### src/sv/scaf_pkg.sv
// scaf_pkg: shared types, constants and codes for the size-class allocator.
// Used by scaf_front, scaf_back and size_class_free_list_allocator.
// No dependencies.
package scaf_pkg;

	// Sizing of the allocator
	localparam int CLASS_COUNT = 4;
	localparam int TRAY_WORDS  = 512;
	localparam int WORD_BYTES  = 8;
	localparam int POOL_TRAYS  = 16;
	localparam int QUEUE_DEPTH = 2;

	localparam int POOL_WORDS = POOL_TRAYS * TRAY_WORDS;
	localparam int SMALL_MAX  = CLASS_COUNT * WORD_BYTES;

	// Port widths fixed by the interface
	localparam int CMD_W  = 1;
	localparam int SIZE_W = 16;
	localparam int ADDR_W = 13;
	localparam int STAT_W = 2;
	localparam int CFG_W  = 5;

	// Derived widths
	localparam int LINK_W  = $clog2(POOL_WORDS + 1);
	localparam int RAM_AW  = $clog2(POOL_WORDS);
	localparam int CLS_W   = (CLASS_COUNT > 1) ? $clog2(CLASS_COUNT) : 1;
	localparam int SZ_W    = (SMALL_MAX > 1) ? $clog2(SMALL_MAX) : 1;
	localparam int TRAYS_W = $clog2(POOL_TRAYS + 1);
	localparam int QP_W    = (QUEUE_DEPTH > 1) ? $clog2(QUEUE_DEPTH) : 1;
	localparam int QC_W    = $clog2(QUEUE_DEPTH + 1);
	localparam int CMP_W   = 8;

	// Null link: one past the last pool word
	localparam logic [LINK_W-1:0] NULL_LINK = LINK_W'(POOL_WORDS);

	localparam logic [CFG_W-1:0] TRAYS_ALLOWED_RST = CFG_W'(16);

	typedef enum logic [CMD_W-1:0] {
		CMD_ALLOC = 1'b0,
		CMD_FREE  = 1'b1
	} cmd_t;

	typedef enum logic [STAT_W-1:0] {
		STAT_OK        = 2'd0,
		STAT_SYSTEM    = 2'd1,
		STAT_EXHAUSTED = 2'd2
	} status_t;

	// Classified request handed from front to back
	typedef struct packed {
		cmd_t              cmd;
		logic              too_large;
		logic [CLS_W-1:0]  cls;
		logic [ADDR_W-1:0] addr;
	} req_t;

endpackage

### src/sv/scaf_front.sv
// scaf_front: accepts request transactions, sorts them into size classes and
// buffers them in a short queue for the back end. Depends on scaf_pkg.
module scaf_front (
	input  logic                           clk,
	input  logic                           arst_n,
	input  logic                           in_valid,
	output logic                           in_stall,
	input  logic [scaf_pkg::CMD_W-1:0]     command,
	input  logic [scaf_pkg::SIZE_W-1:0]    size_bytes,
	input  logic [scaf_pkg::ADDR_W-1:0]    block_address,
	output logic                           q_valid,
	output scaf_pkg::req_t                 q_item,
	input  logic                           q_pop
);

	scaf_pkg::req_t                 req;
	logic [scaf_pkg::SZ_W-1:0]      sz_m1;
	logic                           push;

	scaf_pkg::req_t                 q_mem_q [scaf_pkg::QUEUE_DEPTH];
	logic [scaf_pkg::QP_W-1:0]      wr_ptr_q;
	logic [scaf_pkg::QP_W-1:0]      rd_ptr_q;
	logic [scaf_pkg::QC_W-1:0]      count_q;

	// class = (size-1)/word_bytes, size zero folds into class 0
	always_comb begin
		sz_m1 = (size_bytes == '0) ? '0 :
			scaf_pkg::SZ_W'(size_bytes - scaf_pkg::SIZE_W'(1));
		req.cmd       = scaf_pkg::cmd_t'(command);
		req.too_large = size_bytes > scaf_pkg::SIZE_W'(scaf_pkg::SMALL_MAX);
		req.cls       = scaf_pkg::CLS_W'(sz_m1 / scaf_pkg::WORD_BYTES);
		req.addr      = block_address;
	end

	assign in_stall = (count_q == scaf_pkg::QC_W'(scaf_pkg::QUEUE_DEPTH));
	assign push     = in_valid && !in_stall;
	assign q_valid  = (count_q != '0);
	assign q_item   = q_mem_q[rd_ptr_q];

	always_ff @(posedge clk) begin
		if (push) begin
			q_mem_q[wr_ptr_q] <= req;
		end
	end

	always_ff @(posedge clk or negedge arst_n) begin
		if (!arst_n) begin
			wr_ptr_q <= '0;
			rd_ptr_q <= '0;
			count_q  <= '0;
		end else begin
			if (push) begin
				wr_ptr_q <= (wr_ptr_q == scaf_pkg::QP_W'(scaf_pkg::QUEUE_DEPTH - 1)) ?
					'0 : wr_ptr_q + scaf_pkg::QP_W'(1);
			end
			if (q_pop) begin
				rd_ptr_q <= (rd_ptr_q == scaf_pkg::QP_W'(scaf_pkg::QUEUE_DEPTH - 1)) ?
					'0 : rd_ptr_q + scaf_pkg::QP_W'(1);
			end
			if (push && !q_pop) begin
				count_q <= count_q + scaf_pkg::QC_W'(1);
			end else if (!push && q_pop) begin
				count_q <= count_q - scaf_pkg::QC_W'(1);
			end
		end
	end

endmodule

### config.mk
export PLATFORM = sky130hd
export DESIGN_NAME = scaf_front
export DESIGN_NICKNAME = d
export VERILOG_FILES = /design/src/sv/scaf_pkg.sv /design/src/sv/scaf_front.sv
export SDC_FILE = /design/constraint.sdc
export NUM_CORES = 1
export LEC_CHECK = 0
export BUFFER_PORTS_ARGS = -buffer_cell sky130_fd_sc_hd__buf_2
export CAP_MARGIN = 20
export CORE_MARGIN = 1.5
export CORE_UTILIZATION = 48
export CTS_BUF_LIST = sky130_fd_sc_hd__clkbuf_8 sky130_fd_sc_hd__clkbuf_16
export CTS_CLUSTER_DIAMETER = 80
export DETAILED_ROUTE_END_ITERATION = 12
export GPL_ROUTABILITY_DRIVEN = 0
export GPL_TIMING_DRIVEN = 0
export PLACE_DENSITY = 0.77
export SYNTH_ARGS = -nofsm -noshare
export SYNTH_HDL_FRONTEND = slang
export SYNTH_SLANG_ARGS = --single-unit
### constraint.sdc
create_clock -name clk -period 2.26 [get_ports clk]
set_input_delay 0.452 -clock clk [delete_from_list [all_inputs] [get_ports clk]]
set_output_delay 0.452 -clock clk [all_outputs]
set_load 0.005 [all_outputs]
-- After elaboration in Yosys (flattened, before gate mapping)
Memory sizes are Yosys's and may differ from the RTL's.
Cells that the tools add are included.
- register bits: 4
- memory bits (writable): 34
- bits of input ports: 34
- output and inout bits: 19
- word-level logic and storage cells: 27
- memories kept: 1
- memory list (memory ; depth ; width ; read ports ; clocked after Yosys merged registers in ; wr ports ; line ; source):
    q_mem_q ; 2 ; 17 ; 1 ; 0 ; 1 ; scaf_front.sv:20 ; scaf_pkg::req_t q_mem_q [scaf_pkg::QUEUE_DEPTH];
- add/subtract/negate cells: 5
- order comparisons: 1
- equality and inequality tests: 1
- muxes and demuxes: 7
- reduce and logical (&&, ||, !) cells: 9
- operators by type and width (cell ; number):
    greater-than comparator 16 x 6 -> 1 bit (second input constant) ; 1
    zero test 16 bit ; 1
    2-to-1 mux 5 bit ; 1
    subtractor 5 x 1 -> 5 bit (second input constant) ; 1
    2-to-1 mux 1 bit ; 4
    2-to-1 mux 2 bit ; 2
    nonzero test 2 bit ; 2
    logical AND 1 bit ; 3
    zero test 1 bit ; 3
    adder 1 bit (second input constant) ; 2
    adder 2 x 1 -> 2 bit (second input constant) ; 1
    equality test 2 bit (second input constant) ; 1
    subtractor 2 x 1 -> 2 bit (second input constant) ; 1

-- Logic depth before layout (Yosys ltp)
Gate-level depths: netlist of the first run.
- word-level depth: 7
- depth in mapped cells: 7
- depth with buffers taken out: 7

-- Worst setup path before layout of the first run
Ideal clock, no wire load.
- path kind: register to register
- start point: register count_q[0] (netlist name)
- end point: memory q_mem_q[0][0] (netlist name), enable pin
- setup time: 390 ps
- data arrival time: 1359 ps
- data required time: 1870 ps
- path slack: 511 ps
- cell stages (with the launch flop): 4
- path buffers: 0
- clock period less this slack: 1749 ps
- path through: dfrtp_1 > nand2b_1 > nand2_1 > nor2_1
- cells in the longest elaborated chain, start to end: 5
- ends and longest elaborated chain (element ; line ; source):
    start: declaration ; scaf_front.sv:23 ; logic [scaf_pkg::QC_W-1:0] count_q;
    start signal: assignment ; scaf_front.sv:61 ; count_q <= count_q + scaf_pkg::QC_W'(1);
    start signal: assignment ; scaf_front.sv:63 ; count_q <= count_q - scaf_pkg::QC_W'(1);
    equality test 2 bit ; scaf_front.sv:35 ; assign in_stall = (count_q == scaf_pkg::QC_W'(scaf_pkg::QUEUE_DEPTH));
    zero test 1 bit ; scaf_front.sv:36 ; assign push = in_valid && !in_stall;
    logical AND 1 bit ; scaf_front.sv:36 ;
    2-to-1 mux 1 bit ; scaf_front.sv:41 ; if (push) begin
    2-to-1 mux 1 bit (implied by the code) ; scaf_front.sv:42 ; q_mem_q[wr_ptr_q] <= req;
    end: declaration ; scaf_front.sv:20 ;
No other way between the ends.

==> results of run 1 <==
## Yosys cell counts, drive strengths merged
master	instances	share of area
nand2b	1	0.0042
xor2	4	0.023
edfxtp	34	0.68
inv	3	0.0075
xnor2	2	0.012
or2	1	0.0042
nor2	5	0.014
dfrtp	4	0.067
buf	2	0.0067
or4	1	0.0075
nand2	1	0.0025
nor4	2	0.0083
nand4	1	0.0042
and4	1	0.0058
and3	1	0.0042
o31ai	1	0.0050
ha	1	0.0083
o21ai	2	0.0067
mux2	17	0.13
## power by group through the flow
stage,registers (uW),clock network (uW),logic (uW)
global route,1040,469,713
floorplan,1020,0,404
CTS,1030,436,670
global placement,1030,0,635
detailed placement,1040,0,664
finish,1030,422,648
## registers in the layout (all words and copies together), names as in the netlist
| register | cells |
|---|---|
| rd_ptr_q | 1 |
| q_mem_q | 34 |
| wr_ptr_q | 1 |
| count_q | 2 |
## kinds of logic (layout without fill, tap and decap cells)
family	count (synthesis)	after routing	share of synthesized area
fa+ha+maj	1	1	0.00835
compound gates	3	3	0.0117
simple gates	14	14	0.0551
flops	38	38	0.748
xor+xnor	6	6	0.0351
mux	17	17	0.128
buf+inv	5	67	0.0142
## routing by layer
metal | vias up | wire [microns] | global-route usage
li1 | 437 | - | -
met1 | 424 | 1010 | 0.173
met2 | 41 | 1260 | 0.268
met3 | 4 | 170 | 0.0593
met4 | 0 | 25 | 0.0682
met5 | - | 0 | 0
## worst paths after layout
path | start | to | slack [ns] | cells past startpoint
setup / recovery | rd_ptr_q$_DFFE_PN0P_ | q_item[5] | 0.20 | 4
hold / removal | block_address[6] | q_mem_q[0][6]$_DFFE_PP_ | 0.36 | 1
setup reg to reg | count_q[0]$_DFFE_PN0P_ | q_mem_q[0][6]$_DFFE_PP_ | 0.42 | 4
hold reg to reg | count_q[1]$_DFFE_PN0P_ | count_q[1]$_DFFE_PN0P_ | 0.49 | 1
max in group asynchronous | arst_n | count_q[1]$_DFFE_PN0P_ | 1.64 | 2
min in group asynchronous | arst_n | wr_ptr_q$_DFFE_PN0N_ | 0.50 | 2
## timing repair
item                                   4_1_cts  5_1_grt
gates resized for setup                      0        0
setup buffers                                0        0
endpoints found under the hold margin        4        0
hold buffers                                 1        0
## cells in the final DEF (no fill, tap or decap), drive strengths merged, types with 2 or more instances in the layout
| master | synthesis | layout |
|---|---|---|
| buf | 2 | 55 |
| clkbuf | 0 | 5 |
| clkinv | 0 | 2 |
| dfrtp | 4 | 4 |
| edfxtp | 34 | 34 |
| inv | 3 | 4 |
| mux2 | 17 | 17 |
| nor2 | 5 | 5 |
| nor4 | 2 | 2 |
| o21ai | 2 | 2 |
| xnor2 | 2 | 2 |
| xor2 | 4 | 4 |
## worst max-delay path: stages (launching register included)
cell and delay [ns]:
dfrtp_1 0.32, buf_2 0.22, buf_2 0.30, mux2_2 0.37
buf_2 0.12
## layout make-up
class,instances,share of cell area
plain buffers,2,0.00526
clock buffers,5,0.0362
clock inverters,3,0.00657
inverters,3,0.00592
multi-input cells,41,0.187
flip-flops and latches,38,0.589
well taps,33,0.0217
repair buffers,54,0.148
## metrics by stage
step           hold slack, ns  power, uW  area (sq um)
3_5_place_dp            0.264       1700          1810
3_3_place_gp            0.259       1670          1800
2_1_floorplan           0.156       1430          1500
4_1_cts                 0.346       2130          1900
5_1_grt                 0.344       2220          1900
6_report                0.357       2100          1900
==> results.md, run 1 <==
* Int Pwr at between 1500 and 2000 uW
* Post-synth net total at roughly 120
* Worst-path fanout max at 10
* Sw Ratio at 0.276
* Leakage at 0.000780 uW
* Clock tree root driver cell: clkbuf_8
* Flop pwr share at 0.489
* Setup Skew at roughly 0.0034 ns
* Footprint of the multi-input gates at ~360 sq um
* Sequential fraction of the synthesis area at 0.748
* Req. time, crit path at around 1.8 ns
* Cell Count, Final, Fillers Out at roughly 180
* Cell Rows at 20
* First-pass GRT wire length at between 3000 and 4000 microns
* Synth Cell Area at approximately 1500 sq um
* Endpoints failing setup at 0
* Antenna violations before repair at 0
* Port bufs at 52
* Syn_area_per_cell at approximately 18 sq um
* Reg area at about 1100 sq um
* Slew @ Worst Pin at roughly 0.8 ns
* Fin util at 0.634
* CTS tree: built
* Fmax at between 400 and 500 MHz
* Crit share post-route at 0.912
* Reg clk slew, reported paths at about 0.07 ns
* Height of the die at between 50 and 60 microns
* Max_slew headroom at 0.454
* GRT Total Usage at 0.157
* Warnings from Yosys at 0
* Status: finished, final reports clean
* Final WS setup at about 0.2 ns
* Detailed Route Iter0 Violations at 13
* Synth Register Bits at 38
* Drt wl/cell at between 10 and 15 microns
* Maximum VDD drop at a little under 0.6 mV
* Clock Latency Late Sink at 0.28 ns
* Worst EP arrival at between 1.5 and 2 ns
* Placed cells at 170
* Combinational share of power at 0.309
* I/O pin cnt at between 50 and 60
* Number of global-route vias before repair at 895
* Max Buffers Root-to-Sink at 2
* Total congestion overflow at 0
* Die W at between 50 and 60 microns
* CTS sink cnt at 38
* Pre-CTS setup slack at approximately 0.4 ns
* Hold Crit Class: input port to flip-flop
* Vias per cell at roughly 5
* Switching pwr at 579 uW
* Netlist cell types at 21
* Clock power frac at 0.201
* Final Hold Vio Count at 0
* Synthesis-to-finish area growth at 27.0%
* H-tree lvl count at 2
* Fin nets at 180
* Final Slew Violations at 0
* CP Capture Type: output pin
* Largest net degree at the start of global routing at 18
* Power Density at about 1100 nW/um^2
* Die ar. at between 3000 and 4000 sq um
* Unrepaired setup endpoints after global routing: false
* Initial Util at 0.499
* Max-cap violation count at 0
* CTS Buf Count at 5
* Worst setup path class: flip-flop to output pin
* DR pass1 iterations at 4
* Detail Route Antenna Nets at 0
* Setup tns final at 0 ns
* Final min period at between 2 and 2.5 ns
* Drt drc at 0
* Layout cells sized above 1 at 0.548
* Cells after Synth at 84
* CP Launch Type: flip-flop
* Filler instances at ~240
* Final wirelength at between 2000 and 2500 microns
* Via Count at approximately 900
* # diodes at 0
* Dpl hpwl at around 1800 microns
* Floorplan Core Area at around 3000 sq um
Note: power is estimated with default switching activity, not from simulation.
==> run 2, diff against run 1 <==
==> config.mk (replaced) <==
export PLATFORM = sky130hd
export DESIGN_NAME = scaf_front
export DESIGN_NICKNAME = d
export VERILOG_FILES = /design/src/sv/scaf_pkg.sv /design/src/sv/scaf_front.sv
export SDC_FILE = /design/constraint.sdc
export NUM_CORES = 1
export LEC_CHECK = 0
export CAP_MARGIN = 20
export CORE_MARGIN = 1.5
export CORE_UTILIZATION = 51
export CTS_BUF_LIST = sky130_fd_sc_hd__clkbuf_8 sky130_fd_sc_hd__clkbuf_16
export CTS_CLUSTER_DIAMETER = 80
export DETAILED_ROUTE_END_ITERATION = 12
export DONT_BUFFER_PORTS = 1
export GPL_ROUTABILITY_DRIVEN = 0
export GPL_TIMING_DRIVEN = 0
export PLACE_DENSITY = 0.69
export SLEW_MARGIN = 20
export SYNTH_ARGS = -nofsm -noshare
export SYNTH_HDL_FRONTEND = slang
export SYNTH_SLANG_ARGS = --single-unit
==> constraint.sdc (replaced) <==
create_clock -name clk -period 1.7 [get_ports clk]
set_input_delay 0.34 -clock clk [delete_from_list [all_inputs] [get_ports clk]]
set_output_delay 0.34 -clock clk [all_outputs]
set_load 0.005 [all_outputs]
==> results.md, run 2 (synthesized netlist as in run 1, its figures left out) <==
* Placed cells at 115
* Endpoints failing setup at 0
* Worst hold start: q_pop
* Post-CTS Setup Repair Bufs at 0
* Fmax at 617 MHz
* CTS sink cnt at 38
* Port bufs at 0
* DR pass1 iterations at 2
* R2R cell count at 7
* Reg area at approximately 1100 sq um
* Synthesis-to-finish area growth at 10.3%
* I/O pin cnt at 53
* Floorplan Core Area at 2780 sq um
* Largest net degree at the start of global routing at 18
* Footprint of the multi-input gates at 365 sq um
* Maximum VDD drop at roughly 1.0 mV
* Final WS setup at roughly 0.08 ns
* Worst setup path class: flip-flop to output pin
* Dpl hpwl at between 1000 and 1500 microns
* Reg clk slew, reported paths at around 0.07 ns
* Worst r2r dst: count_q[1]$_DFFE_PN0P_
* Crit-path slowest cell: dfrtp_1
* Final Slew Violations at 0
* Commonest non-fill, non-tap cell in the layout: edfxtp_1
* Filler instances at slightly above 200
* Max FFs per register at 34
* Crit share post-route at 0.954
* Cell Count, Final, Fillers Out at between 100 and 150
* Unrepaired setup endpoints after global routing: false
* Final Hold Vio Count at 0
* Total congestion overflow at 0
* Leakage at about 0.00057 uW
* Antenna violations before repair at 0
* Layout cells sized above 1 at 0.301
* Final min period at ~1.6 ns
* Cell Rows at 19
* Combinational share of power at 0.266
* # diodes at 0
* Pre-CTS setup slack at -0.113 ns
* CP Capture Type: output pin
* Sw Ratio at 0.277
* Int Pwr at around 1900 uW
* CTS Buf Count at 5
* First-pass GRT wire length at 3410 microns
* Final wirelength at around 2200 microns
* WHS Endpoint: rd_ptr_q$_DFFE_PN0P_
* Die W at ~57 microns
* Fin nets at 127
* Detailed Route Iter0 Violations at 8
* Height of the die at between 50 and 60 microns
* GRT Total Usage at 0.149
* Switching pwr at about 720 uW
* Req. time, crit path at 1.36 ns
* Clock tree root driver cell: clkbuf_8
* Max-cap violation count at 0
* Number of global-route vias before repair at about 740
* Clock power frac at 0.212
* H-tree lvl count at 2
* Setup Skew at 0.00355 ns
* Worst-path fanout max at 10
* Via Count at roughly 700
* Drt drc at 0
* Slew @ Worst Pin at roughly 0.5 ns
* Flop pwr share at 0.522
* Most flop-heavy register: q_mem_q
* CP Launch Point: rd_ptr_q$_DFFE_PN0P_
* Initial Util at 0.539
* CP Launch Type: flip-flop
* Worst hold path cell count at 1
* Crit-path cells: buf_6 -> buf_8 -> mux2_1
* Status: finished, final reports clean
* Reg2reg setup slack at 0.16 ns
* Worst EP arrival at 1.28 ns
* Reg2reg start: count_q[0]$_DFFE_PN0P_
* Max stage delay on crit path at ~0.38 ns
* CTS tree: built
* Die ar. at around 3300 sq um
* Leading registers by flop count: q_mem_q: 34 flops, count_q: 2 flops
* Detail Route Antenna Nets at 0
* Vias per cell at around 5.7
* Hold Crit Class: input port to flip-flop
* Drt wl/cell at 17.8 microns
* Power Density at 1590 nW/um^2
* Clock Latency Late Sink at roughly 0.28 ns
* Most frequent cells in the layout: edfxtp_1 (34), mux2_2 (16), clkbuf_8 (5), xor2_1 (4), dfrtp_1 (4)
* Max Buffers Root-to-Sink at 2
* Max_slew headroom at 0.657
==> run 2: cell count changes in the layout (fill, tap and decap cells not counted) <==
cell      change
buf_2        -54
clkinv_1      +2
and3_1        -1
and3_2        +1
buf_8         +1
clkinv_2      -1
inv_1         -1
nor2_1        -1
nor2_4        +1
==> run 2: worst max-delay path, delay by kind of cell, from the launching register on <==
family / cells / cell delay (ns)
mux: 1 / 0.33
buf+inv: 2 / 0.30
flops: 1 / 0.38
==> run 2: timing repair <==
item                       4_1_cts  5_1_grt
gates cloned                     0        0
gates resized for setup          4        3
hold endpoints to repair         4        0
hold buffers                     1        0
setup endpoints to repair       26       26
==> run 2: cell type report <==
cell class                 instances  share of cell area
sequential                        38               0.678
multi-input combinational         41               0.221
clock buffer                       5              0.0416
tap                               31              0.0235
buffer                             2              0.0159
clock inverter                     3             0.00681
inverter                           3             0.00681
timing repair buffer               1             0.00606
==> run 2: worst max path at each step <==
stage	end	slack (ns)
floorplan	q_mem_q[0][0]$_DFFE_PP_	0.22
global placement	q_mem_q[0][13]$_DFFE_PP_	-0.07
detailed placement	q_mem_q[0][13]$_DFFE_PP_	-0.11
CTS	q_item[3]	0.01
global route	q_item[5]	0.01
finish	q_item[16]	0.08
==> run 2: layer usage <==
| metal | GRT usage | part of all wire | vias up |
|---|---|---|---|
| met2 | 0.246 | 0.52 | 39 |
| met3 | 0.0884 | 0.10 | 5 |
| met4 | 0.0598 | 0.017 | 0 |
| met5 | 0 | 0 | - |
| li1 | - | - | 333 |
| met1 | 0.154 | 0.36 | 327 |
==> run 2: metrics by stage <==
step	total power, uW	cell area (sq um)	utilization	TNS (ns)	hold slack (ns)
2_1_floorplan	1900	1500	-	0	0.0444
3_3_place_gp	2030	1540	0.554	-1.14	0.0445
3_5_place_dp	2040	1540	0.554	-1.90	0.0445
4_1_cts	2640	1640	0.591	0	0.129
5_1_grt	2770	1650	0.594	0	0.120
6_report	2620	1650	0.594	0	0.137
==> run 2: power groups by stage <==
| stage | Clock, uW | Combinational, uW | Sequential (uW) |
|---|---|---|---|
| after CTS | 570 | 700 | 1370 |
| final | 556 | 697 | 1370 |
| after detailed placement | 0 | 655 | 1390 |
| after floorplan | 0 | 540 | 1360 |
| after global routing | 612 | 764 | 1390 |
| after global placement | 0 | 653 | 1370 |
==> run 3, diff against run 2 <==
--- a/config.mk
+++ b/config.mk
@@ -14,7 +14,8 @@
 export DONT_BUFFER_PORTS = 1
 export GPL_ROUTABILITY_DRIVEN = 0
 export GPL_TIMING_DRIVEN = 0
-export PLACE_DENSITY = 0.69
+export PLACE_DENSITY_LB_ADDON = 0.15
+export REMOVE_ABC_BUFFERS = 1
 export SLEW_MARGIN = 20
 export SYNTH_ARGS = -nofsm -noshare
 export SYNTH_HDL_FRONTEND = slang
==> results.md, run 3 (synthesized netlist as in run 1, its figures left out) <==
* Vias per cell at around 5.8
* Max_slew headroom at 0.727
* Maximum VDD drop at between 1 and 1.5 mV
* Clock tree root driver cell: clkbuf_8
* CTS sink cnt at 38
* Final Hold Vio Count at 0
* Req. time, crit path at roughly 1.4 ns
* Detail Route Antenna Nets at 0
* Setup crit end: q_item[0]
* Final Slew Violations at 0
* CP Launch Type: flip-flop
* Crit-path slowest cell: dfrtp_4
* GRT Total Usage at 0.140
* Crit-path cells: mux2_2
* Max FFs per register at 34
* Worst setup path class: flip-flop to output pin
* Clock Latency Late Sink at ~0.28 ns
* Max-cap violation count at 0
* Worst-path fanout max at 18
* Die ar. at around 3300 sq um
* Setup tns final at 0 ns
* Commonest non-fill, non-tap cell in the layout: edfxtp_1
* CTS tree: built
* Height of the die at roughly 57 microns
* R2R cell count at 7
* Most flop-heavy register: q_mem_q
* Layout cells sized above 1 at 0.304
* Footprint of the multi-input gates at 365 sq um
* Slew @ Worst Pin at between 0.4 and 0.5 ns
* Setup Skew at roughly 0.0027 ns
* Endpoints failing setup at 0
* Final wirelength at between 2000 and 2500 microns
* Placed Area at approximately 1500 sq um
* Reg2reg setup slack at between 0.2 and 0.25 ns
* Via Count at between 700 and 800
* Initial Util at 0.539
* Reg2reg start: count_q[0]$_DFFE_PN0P_
* First-pass GRT wire length at between 3000 and 4000 microns
* Fmax at approximately 620 MHz
* Reg clk slew, reported paths at 0.06 ns
* Largest net degree at the start of global routing at 19
* Crit share post-route at 0.944
* Max stage delay on crit path at approximately 0.59 ns
* CP bufs+invs at 0
* # diodes at 0
* Hold Crit Class: input port to flip-flop
* Fin nets at 126
* Leading registers by flop count: q_mem_q: 34 flops, count_q: 2 flops
* Most frequent cells in the layout: edfxtp_1 (34), mux2_2 (16), clkbuf_8 (5), xor2_1 (4)
* Worst hold path cell count at 1
* Final WS setup at 0.0952 ns
* Floorplan Core Area at roughly 2800 sq um
* Drt drc at 0
* Status: finished, final reports clean
* Synthesis-to-finish area growth at 9.52%
* Worst EP arrival at 1.26 ns
* CP Capture Type: output pin
* Detailed Route Iter0 Violations at 24
* Total power at 2570 uW
* Cell Rows at 19
* Port bufs at 0
* Total congestion overflow at 0
* Drt wl/cell at 17.5 microns
* Leakage at about 0.00056 uW
* Fin util at 0.590
* H-tree lvl count at 2
* Pre-CTS setup slack at about 0.042 ns
* Reg area at 1120 sq um
* Power Density at 1570 nW/um^2
* CP Launch Point: rd_ptr_q$_DFFE_PN0P_
* Filler instances at ~220
* I/O pin cnt at 53
* CTS Buf Count at 5
* Final min period at 1.60 ns
* Delay-heaviest family, CP: flip-flops
* Max Buffers Root-to-Sink at 2
* Number of global-route vias before repair at about 710
* Dpl hpwl at ~1400 microns
* Final Instance Area at around 1600 sq um
* Worst r2r dst: count_q[1]$_DFFE_PN0P_
* Unrepaired setup endpoints after global routing: false
* DR pass1 iterations at 4
* Die W at about 57 microns
* Antenna violations before repair at 0
* CP Depth at 1
run 3: cell types whose count changed in the layout (fill, tap and decap cells not counted):
cell	previous run	this run
buf_8	1	0
dfrtp_1	4	3
dfrtp_4	0	1
run 3: repair_timing:
item / in CTS / in global routing
cloned: 0 / 0
hold endpoints to repair: 4 / 0
pin swaps: 0 / 0
resized for setup: 2 / 2
hold buffers: 1 / 0
endpoints found under the setup margin: 17 / 27
setup buffers: 0 / 0
run 3: cell type report:
class	count	share of cell area
inverters	3	0.00686
repair buffers	2	0.0130
clock inverters	3	0.00686
well taps	31	0.0236
multi-input cells	41	0.223
clock buffers	5	0.0419
flip-flops and latches	38	0.685
run 3: how the worst min path moves through the flow:
stage / from / to
2_1_floorplan: arst_n / count_q[0]$_DFFE_PN0P_
3_3_place_gp: arst_n / wr_ptr_q$_DFFE_PN0N_
3_5_place_dp: arst_n / wr_ptr_q$_DFFE_PN0N_
4_1_cts: q_pop / rd_ptr_q$_DFFE_PN0P_
5_1_grt: q_pop / rd_ptr_q$_DFFE_PN0P_
6_report: q_pop / rd_ptr_q$_DFFE_PN0P_
run 3: metal layers:
layer	GRT usage	share of wire	wire length (microns)	vias to the layer above
met4	0.0698	0.019	42	0
li1	-	-	-	333
met5	0	0	0	-
met3	0.0884	0.099	213	7
met2	0.228	0.52	1120	35
met1	0.139	0.36	781	334
run 3: power breakdown:
part,switching [uW],internal (uW)
logic,271,292
clock network,280,273
registers,163,1300
run 3: stage by stage:
step	hold WS, ns	std cells
after floorplan	0.0444	82
after global placement	0.0445	113
after detailed placement	0.0445	114
after CTS	0.124	123
after global routing	0.115	123
final	0.131	123
